`src/rtl/assert_macros.svh`:
```
// Assertion helpers shared by the RTL.
`ifndef ASSERT_MACROS_SVH
`define ASSERT_MACROS_SVH

`ifndef NO_ASSERTIONS

`define ASSERT_AT(lbl, clk, rst_n, prop, msg) \
	lbl: assert property (@(posedge clk) disable iff (!rst_n) prop) else $error(msg);

`define ASSERT_NEVER(lbl, clk, rst_n, expr, msg) \
	lbl: assert property (@(posedge clk) disable iff (!rst_n) !(expr)) else $error(msg);

`else

`define ASSERT_AT(lbl, clk, rst_n, prop, msg)

`define ASSERT_NEVER(lbl, clk, rst_n, expr, msg)

`endif

`endif

```
`src/rtl/cds_pkg.sv`:
```
package cds_pkg;

	localparam logic [1:0] OP_FWD  = 2'd0;
	localparam logic [1:0] OP_BACK = 2'd1;
	localparam logic [1:0] OP_LOAD = 2'd2;

	localparam logic [13:0] YEAR_MIN = 14'd1;
	localparam logic [13:0] YEAR_MAX = 14'd9999;

	localparam logic [13:0] RST_YEAR    = 14'd2000;
	localparam logic [3:0]  RST_MONTH   = 4'd1;
	localparam logic [4:0]  RST_DAY     = 5'd1;
	localparam logic [2:0]  RST_WEEKDAY = 3'd6;
	// 2000 mod 400.
	localparam logic [8:0]  RST_YR400   = 9'd0;

	// floor(y / 100) = (y * RECIP_100_400) >> 20 and floor(y / 400) = ... >> 22
	// for every 14-bit y.
	localparam logic [13:0] RECIP_100_400 = 14'd10486;

	typedef struct packed {
		logic [1:0]  op;
		logic [13:0] load_year;
		logic [3:0]  load_month;
		logic [4:0]  load_day;
	} cmd_t;

	typedef struct packed {
		logic [13:0] cur_year;
		logic [3:0]  cur_month;
		logic [4:0]  cur_day;
		logic [2:0]  weekday;
		logic        error;
	} res_t;

	// Leap test from the year taken modulo 400.
	function automatic logic is_leap(input logic [8:0] r);
		return (r[1:0] == 2'd0) && (r != 9'd100) && (r != 9'd200) && (r != 9'd300);
	endfunction

	// Length of a month; zero for a month code outside 1 to 12.
	function automatic logic [4:0] month_days(input logic [3:0] m, input logic leap);
		logic [4:0] len;
		case (m)
			4'd1, 4'd3, 4'd5, 4'd7, 4'd8, 4'd10, 4'd12: len = 5'd31;
			4'd4, 4'd6, 4'd9, 4'd11: len = 5'd30;
			4'd2: len = leap ? 5'd29 : 5'd28;
			default: len = 5'd0;
		endcase
		return len;
	endfunction

	// (13 * m + 8) / 5 for the shifted month 3 to 14.
	function automatic logic [5:0] month_term(input logic [4:0] m);
		logic [5:0] t;
		case (m)
			5'd3:  t = 6'd9;
			5'd4:  t = 6'd12;
			5'd5:  t = 6'd14;
			5'd6:  t = 6'd17;
			5'd7:  t = 6'd19;
			5'd8:  t = 6'd22;
			5'd9:  t = 6'd25;
			5'd10: t = 6'd27;
			5'd11: t = 6'd30;
			5'd12: t = 6'd32;
			5'd13: t = 6'd35;
			5'd14: t = 6'd38;
			default: t = 6'd0;
		endcase
		return t;
	endfunction

endpackage

```
`src/rtl/calendar_date_stepper.sv`:
```
// A command beat passes stages 1 to 4, then the result register, and a stalled result
// holds it back. Throughput: one command per cycle while res_stall is low; the date and
// weekday update is a loop on the state in the last stage, the load weekday is pipelined ahead.
// Reset: pipeline empty, no result pending, date 2000-01-01, weekday Saturday.
`include "assert_macros.svh"

module calendar_date_stepper (
	input  logic          clk,
	input  logic          arst_n,
	input  logic          cmd_valid,
	output logic          cmd_stall,
	input  cds_pkg::cmd_t cmd,
	output logic          res_valid,
	input  logic          res_stall,
	output cds_pkg::res_t res
);

	// Stage registers.
	logic          v_s1, v_s2, v_s3, v_s4;
	cds_pkg::cmd_t c_s1, c_s2, c_s3, c_s4;
	logic [13:0]   ya_s2;
	logic [4:0]    mm_s2;
	logic [27:0]   prod_s2;
	logic [14:0]   sum_s3;
	logic [8:0]    yr400_s3;
	logic [2:0]    wd_s4;
	logic [8:0]    yr400_s4;
	logic          ok_s4;

	// Architectural state and result.
	logic          res_valid_q;
	logic          err_q;
	logic [13:0]   year_q;
	logic [3:0]    month_q;
	logic [4:0]    day_q;
	logic [2:0]    weekday_q;
	logic [8:0]    yr400_q;

	logic rdy_res, rdy_s4, rdy_s3, rdy_s2, rdy_s1;
	logic fire_s4;

	assign rdy_res   = !res_valid_q || !res_stall;
	assign rdy_s4    = !v_s4 || rdy_res;
	assign rdy_s3    = !v_s3 || rdy_s4;
	assign rdy_s2    = !v_s2 || rdy_s3;
	assign rdy_s1    = !v_s1 || rdy_s2;
	assign cmd_stall = !rdy_s1;
	assign fire_s4   = v_s4 && rdy_res;

	// Stage 1 to 2: shift Jan/Feb into the previous year and multiply once
	// for both the /100 and /400 quotients.
	logic [13:0] ya_d;
	logic [4:0]  mm_d;
	logic [27:0] prod_d;

	always_comb begin
		if (c_s1.load_month < 4'd3) begin
			ya_d = c_s1.load_year - 14'd1;
			mm_d = {1'b0, c_s1.load_month} + 5'd12;
		end else begin
			ya_d = c_s1.load_year;
			mm_d = {1'b0, c_s1.load_month};
		end
		prod_d = 28'(ya_d) * 28'(cds_pkg::RECIP_100_400);
	end

	// Stage 2 to 3: weekday sum before the modulo, and the load year mod 400.
	logic [7:0]  q100;
	logic [5:0]  q400;
	logic [8:0]  ra;
	logic [8:0]  yr400_d;
	logic [14:0] sum_d;

	always_comb begin
		q100 = prod_s2[27:20];
		q400 = prod_s2[27:22];
		ra   = 9'(ya_s2 - 14'(q400) * 14'd400);
		if (c_s2.load_month < 4'd3) begin
			yr400_d = (ra == 9'd399) ? 9'd0 : ra + 9'd1;
		end else begin
			yr400_d = ra;
		end
		sum_d = 15'(ya_s2) + 15'(ya_s2[13:2]) - 15'(q100) + 15'(q400)
			+ 15'(cds_pkg::month_term(mm_s2)) + 15'(c_s2.load_day);
	end

	// Stage 3 to 4: sum mod 7 by folding octal digits (8 = 1 mod 7), and the
	// load date check.
	logic [5:0] fold1;
	logic [3:0] fold2;
	logic [2:0] wd_d;
	logic       ok_d;

	always_comb begin
		fold1 = 6'(sum_s3[14:12]) + 6'(sum_s3[11:9]) + 6'(sum_s3[8:6])
			+ 6'(sum_s3[5:3]) + 6'(sum_s3[2:0]);
		fold2 = 4'(fold1[5:3]) + 4'(fold1[2:0]);
		wd_d  = (fold2 >= 4'd7) ? 3'(fold2 - 4'd7) : fold2[2:0];
		ok_d  = (c_s3.load_year >= cds_pkg::YEAR_MIN)
			&& (c_s3.load_year <= cds_pkg::YEAR_MAX)
			&& (c_s3.load_day >= 5'd1)
			&& (c_s3.load_day <= cds_pkg::month_days(c_s3.load_month,
				cds_pkg::is_leap(yr400_s3)));
	end

	// Stage 4: the date update loop.
	logic        leap_cur;
	logic [4:0]  len_cur;
	logic [3:0]  month_prev;
	logic [13:0] year_d;
	logic [3:0]  month_d;
	logic [4:0]  day_d;
	logic [2:0]  weekday_d;
	logic [8:0]  yr400_n;
	logic        err_d;

	always_comb begin
		leap_cur   = cds_pkg::is_leap(yr400_q);
		len_cur    = cds_pkg::month_days(month_q, leap_cur);
		month_prev = month_q - 4'd1;
		year_d     = year_q;
		month_d    = month_q;
		day_d      = day_q;
		weekday_d  = weekday_q;
		yr400_n    = yr400_q;
		err_d      = 1'b0;
		case (c_s4.op)
			cds_pkg::OP_FWD: begin
				if (day_q == len_cur && month_q == 4'd12 && year_q >= cds_pkg::YEAR_MAX) begin
					err_d = 1'b1;
				end else begin
					weekday_d = (weekday_q == 3'd6) ? 3'd0 : weekday_q + 3'd1;
					if (day_q != len_cur) begin
						day_d = day_q + 5'd1;
					end else if (month_q != 4'd12) begin
						month_d = month_q + 4'd1;
						day_d   = 5'd1;
					end else begin
						year_d  = year_q + 14'd1;
						month_d = 4'd1;
						day_d   = 5'd1;
						yr400_n = (yr400_q == 9'd399) ? 9'd0 : yr400_q + 9'd1;
					end
				end
			end
			cds_pkg::OP_BACK: begin
				if (day_q == 5'd1 && month_q == 4'd1 && year_q <= cds_pkg::YEAR_MIN) begin
					err_d = 1'b1;
				end else begin
					weekday_d = (weekday_q == 3'd0) ? 3'd6 : weekday_q - 3'd1;
					if (day_q != 5'd1) begin
						day_d = day_q - 5'd1;
					end else if (month_q != 4'd1) begin
						month_d = month_prev;
						day_d   = cds_pkg::month_days(month_prev, leap_cur);
					end else begin
						year_d  = year_q - 14'd1;
						month_d = 4'd12;
						day_d   = 5'd31;
						yr400_n = (yr400_q == 9'd0) ? 9'd399 : yr400_q - 9'd1;
					end
				end
			end
			cds_pkg::OP_LOAD: begin
				if (ok_s4) begin
					year_d    = c_s4.load_year;
					month_d   = c_s4.load_month;
					day_d     = c_s4.load_day;
					weekday_d = wd_s4;
					yr400_n   = yr400_s4;
				end else begin
					err_d = 1'b1;
				end
			end
			default: begin
				err_d = 1'b0;
			end
		endcase
	end

	always_ff @(posedge clk or negedge arst_n) begin
		if (!arst_n) begin
			v_s1        <= 1'b0;
			v_s2        <= 1'b0;
			v_s3        <= 1'b0;
			v_s4        <= 1'b0;
			res_valid_q <= 1'b0;
			err_q       <= 1'b0;
			year_q      <= cds_pkg::RST_YEAR;
			month_q     <= cds_pkg::RST_MONTH;
			day_q       <= cds_pkg::RST_DAY;
			weekday_q   <= cds_pkg::RST_WEEKDAY;
			yr400_q     <= cds_pkg::RST_YR400;
		end else begin
			if (rdy_s1) begin
				v_s1 <= cmd_valid;
			end
			if (rdy_s2) begin
				v_s2 <= v_s1;
			end
			if (rdy_s3) begin
				v_s3 <= v_s2;
			end
			if (rdy_s4) begin
				v_s4 <= v_s3;
			end
			if (rdy_res) begin
				res_valid_q <= v_s4;
			end
			if (fire_s4) begin
				err_q     <= err_d;
				year_q    <= year_d;
				month_q   <= month_d;
				day_q     <= day_d;
				weekday_q <= weekday_d;
				yr400_q   <= yr400_n;
			end
		end
	end

	always_ff @(posedge clk) begin
		if (cmd_valid && rdy_s1) begin
			c_s1 <= cmd;
		end
		if (v_s1 && rdy_s2) begin
			c_s2    <= c_s1;
			ya_s2   <= ya_d;
			mm_s2   <= mm_d;
			prod_s2 <= prod_d;
		end
		if (v_s2 && rdy_s3) begin
			c_s3     <= c_s2;
			sum_s3   <= sum_d;
			yr400_s3 <= yr400_d;
		end
		if (v_s3 && rdy_s4) begin
			c_s4     <= c_s3;
			wd_s4    <= wd_d;
			yr400_s4 <= yr400_s3;
			ok_s4    <= ok_d;
		end
	end

	// The result beat is the state itself, which only moves when a beat leaves the last stage.
	assign res_valid = res_valid_q;
	assign res = '{cur_year: year_q, cur_month: month_q, cur_day: day_q,
		weekday: weekday_q, error: err_q};

	`ASSERT_AT(a_date_legal, clk, arst_n, (month_q >= 4'd1) && (month_q <= 4'd12) && (day_q >= 5'd1) && (day_q <= len_cur), "held date is not a calendar date")
	`ASSERT_AT(a_year_range, clk, arst_n, (year_q >= cds_pkg::YEAR_MIN) && (year_q <= cds_pkg::YEAR_MAX), "held year out of range")
	`ASSERT_AT(a_err_keeps_state, clk, arst_n, (fire_s4 && err_d) |=> ($stable(year_q) && $stable(month_q) && $stable(day_q) && $stable(weekday_q)), "state changed on an error")
	`ASSERT_AT(a_idle_keeps_state, clk, arst_n, !fire_s4 |=> ($stable(year_q) && $stable(yr400_q) && $stable(err_q)), "state changed without a beat in the last stage")
	`ASSERT_NEVER(a_stall_needs_full, clk, arst_n, cmd_stall && !(v_s1 && v_s2 && v_s3 && v_s4 && res_valid_q), "command stalled while the pipeline has room")

endmodule
```
`config.mk`:
```
export PLATFORM = sky130hd
export DESIGN_NAME = calendar_date_stepper
export DESIGN_NICKNAME = d
export VERILOG_FILES = /design/src/rtl/cds_pkg.sv /design/src/rtl/calendar_date_stepper.sv
export VERILOG_INCLUDE_DIRS = /design/src /design/src/rtl
export SDC_FILE = /design/constraint.sdc
export NUM_CORES = 1
export LEC_CHECK = 0
export BUFFER_PORTS_ARGS = -buffer_cell sky130_fd_sc_hd__buf_2
export CAP_MARGIN = 20
export CORE_UTILIZATION = 60
export DETAILED_ROUTE_END_ITERATION = 10
export GPL_ROUTABILITY_DRIVEN = 0
export GPL_TIMING_DRIVEN = 1
export PLACE_DENSITY_LB_ADDON = 0.12
export SYNTH_ARGS = -nofsm -noshare
export SYNTH_HDL_FRONTEND = slang
export SYNTH_SLANG_ARGS = --single-unit
```
`constraint.sdc`:
```
create_clock -name clk -period 18.9 [get_ports clk]
set_clock_uncertainty 0.1 [all_clocks]
set_input_delay 3.78 -clock clk [delete_from_list [all_inputs] [get_ports clk]]
set_output_delay 3.78 -clock clk [all_outputs]
set_load 0.05 [all_outputs]
```
==> impl_metrics.ini <==
[outcome]
status = finished clean

[clocking]
cts_tree = done
cts_max_path_buffers = 3
postCtsSetupBuffers = 0
clk_latency_ps = 510
numCtsBuffers = 24
cts.repair.resized = 0
holdBufCountCts = 0
clk_pin_slew_ps = 60
cts.sinks = 209
h-tree-depth = 1
cts-root-buf = clkbuf_16

[yosys]
async_flop_share = 0.1962
synth_edf_count = 162
synth_nets = 1767
synthesis.area_mm2 = 0.01576
synthFlopType = edfxtp_1
ys_types = 88
yosysWarnings = 0
syn_inst = 1460
ys_seq_elements = 209
syn_area_per_cell_um2 = 10.80
ys_seq_area_frac = 0.3822

[floorplan]
initial_utilization = 0.6188
fp.dieW_um = 164.1
die_h_um = 164.1
fp.coreArea_mm2 = 0.02547
die_area_mm2 = 0.02692
ios = 58
num_rows = 58

[timing]
layout_setup_ws_ps = 10420
finalSetupViolations = 0
min_period_ps = 8478
hold_violations = 0
slew_viol_final = 0
period_share = 0.4486
worstMarginPinSlew_ps = 1046
whs_ps = 316.0
rsz0062_at_grt = false
setup_tns_ps = 0
slew_headroom = 0.3011
max_freq_mhz = 118.0

[place]
numPortBuffers = 57
place_worst_setup_slack_ps = 10430
dp_cells = 1807
hpwlAfterDp_um = 24060

[layout]
diodes = 0
drive_gt1_frac = 0.1149
area_growth_pct = 8.803
nets = 1812
layout_commonest_cell = inv_1
finalNonFillerCells = 1853
final_cell_mix = 235 x inv_1, 181 x ha_1, 162 x edfxtp_1, 97 x fa_1, 87 x nand2_1

[setup_path]
r2r-end = prod_s2[27]$_DFFE_PP_
cp_slowest_cell = buf_2
crit_arrival_ps = 4600
critPathMostFrequentCell = buf_2
worstPathRequired_ps = 15020
start_kind = input port
cp_max_fo = 5
reg2reg_from = c_s1[7]$_DFFE_PP_
rr_worst_depth = 24
worstSetupEndpoint = cmd_stall
endpoint_kind = output pin
cp-startpoint = res_stall
rrSetupSlack_ps = 11340
cp_slowest_stage_delay_ps = 260
worstSetupPathType = in -> out
crit_chain = buf_2 -> and4_1 -> nand3_1 -> inv_1 -> buf_2

[drt]
postRouteWirelength_um = 31150
drt-initial-drc-count = 726
drtPass1Iterations = 5
wl_per_cell_um = 16.81
drtAntennaViolNets = 0
vias_per_cell = 5.669
vias = 10510
drc_errors = 0

[flow_run]
drv_cap = 0

[grt]
track_usage = 0.2436
grt_max_degree = 52
grt_pass1_wl_um = 51990
grt_pass1_vias = 10630
grt_overflow = 0
antenna_found_initial = 0

[worst_hold_path]
hold_path.class = reg -> reg
cells by family after synthesis:
group / count (synthesis) / share of synthesized area
buffers and inverters: 288 / 0.07248
AND/OR/NAND/NOR: 349 / 0.1146
AO/OA/AOI/OAI: 248 / 0.1142
XOR/XNOR: 75 / 0.04168
adder cells (fa/ha/maj): 278 / 0.2669
other: 1 / 0.0002379
multiplexers: 12 / 0.007780
flip-flops: 209 / 0.3822
synth_stat cells (4+ instances only):
cell | n | area share
inv_1 | 236 | 0.056
ha_1 | 181 | 0.14
edfxtp_1 | 162 | 0.31
fa_1 | 97 | 0.12
nand2_1 | 87 | 0.021
nor2_1 | 68 | 0.016
o21ai_0 | 49 | 0.016
xnor2_1 | 48 | 0.027
a21oi_1 | 47 | 0.015
nor3_1 | 37 | 0.012
clkbuf_1 | 34 | 0.0081
dfrtp_1 | 31 | 0.049
nand3_1 | 27 | 0.0086
xor2_1 | 27 | 0.015
nand2b_1 | 21 | 0.0083
o31ai_1 | 21 | 0.010
nor4_1 | 16 | 0.0064
a21o_1 | 15 | 0.0071
and3_1 | 13 | 0.0052
or2_2 | 11 | 0.0044
a211oi_2 | 10 | 0.0079
buf_2 | 10 | 0.0032
dfstp_2 | 10 | 0.017
mux2i_1 | 10 | 0.0064
nor2b_1 | 10 | 0.0040
a31oi_1 | 9 | 0.0036
nor3b_1 | 9 | 0.0043
o31ai_2 | 9 | 0.0071
and2_1 | 8 | 0.0032
nand4_1 | 8 | 0.0032
o21ai_1 | 7 | 0.0022
dfxtp_1 | 6 | 0.0076
o211ai_1 | 6 | 0.0029
o22ai_1 | 6 | 0.0024
or3_1 | 6 | 0.0024
a211oi_1 | 5 | 0.0024
a221o_1 | 5 | 0.0032
buf_6 | 5 | 0.0036
nand3b_1 | 5 | 0.0024
o21a_1 | 5 | 0.0024
o21bai_1 | 5 | 0.0024
or4_1 | 5 | 0.0024
a21oi_2 | 4 | 0.0022
worst min-delay path by stage:
stage / from / end / slack (ps) / depth (start not counted)
after global placement: c_s1[4]$_DFFE_PP_ / c_s2[4]$_DFFE_PP_ / 300 / 0
after detailed placement: c_s2[10]$_DFFE_PP_ / c_s3[10]$_DFFE_PP_ / 300 / 0
after global routing: c_s2[19]$_DFFE_PP_ / c_s3[19]$_DFFE_PP_ / 330 / 0
final: c_s3[23]$_DFFE_PP_ / c_s4[23]$_DFFE_PP_ / 320 / 0
after CTS: c_s2[24]$_DFFE_PP_ / c_s3[24]$_DFFE_PP_ / 320 / 0
after floorplan: c_s1[0]$_DFFE_PP_ / c_s2[0]$_DFFE_PP_ / 300 / 0
state kept, by name, summed over array words and instances, names as in the netlist, 14 cells and up, named ones only:
name,count
c_s1,25
c_s2,25
c_s3,25
c_s4,25
sum_s3,15
ya_s2,14
year_q,14
final cells by class:
cell class / instances / area [um^2]
clock inverter: 17 / 181.4
timing repair buffer: 71 / 415.4
fill: 1927 / 8323
sequential: 209 / 6023
multi-input combinational: 963 / 8597
tap: 330 / 412.9
clock buffer: 27 / 633.1
inverter: 236 / 885.9
metrics by stage:
stage,util,area [um^2]
after global routing,0.6732,17150
after CTS,0.6717,17110
after floorplan,-,15760
final,0.6732,17150
after global placement,0.6397,16290
after detailed placement,0.6397,16290
critical path, delay by kind of cell:
kind	cells	cell delay, ps
buf+inv	3	450
simple gates	2	370
per-layer routing:
metal / routed length, um / global-route usage / share of wire / vias to the layer above
li1: - / - / - / 5137
met1: 13860 / 0.3220 / 0.44 / 5103
met2: 15460 / 0.4194 / 0.50 / 213
met3: 1128 / 0.02828 / 0.036 / 52
met4: 700 / 0.07492 / 0.022 / 0
met5: 0 / 0 / 0 / -
Power is left out: the tool's default activity adds up to more than one toggle a clock period on the data nets, which glitch-free logic cannot reach.
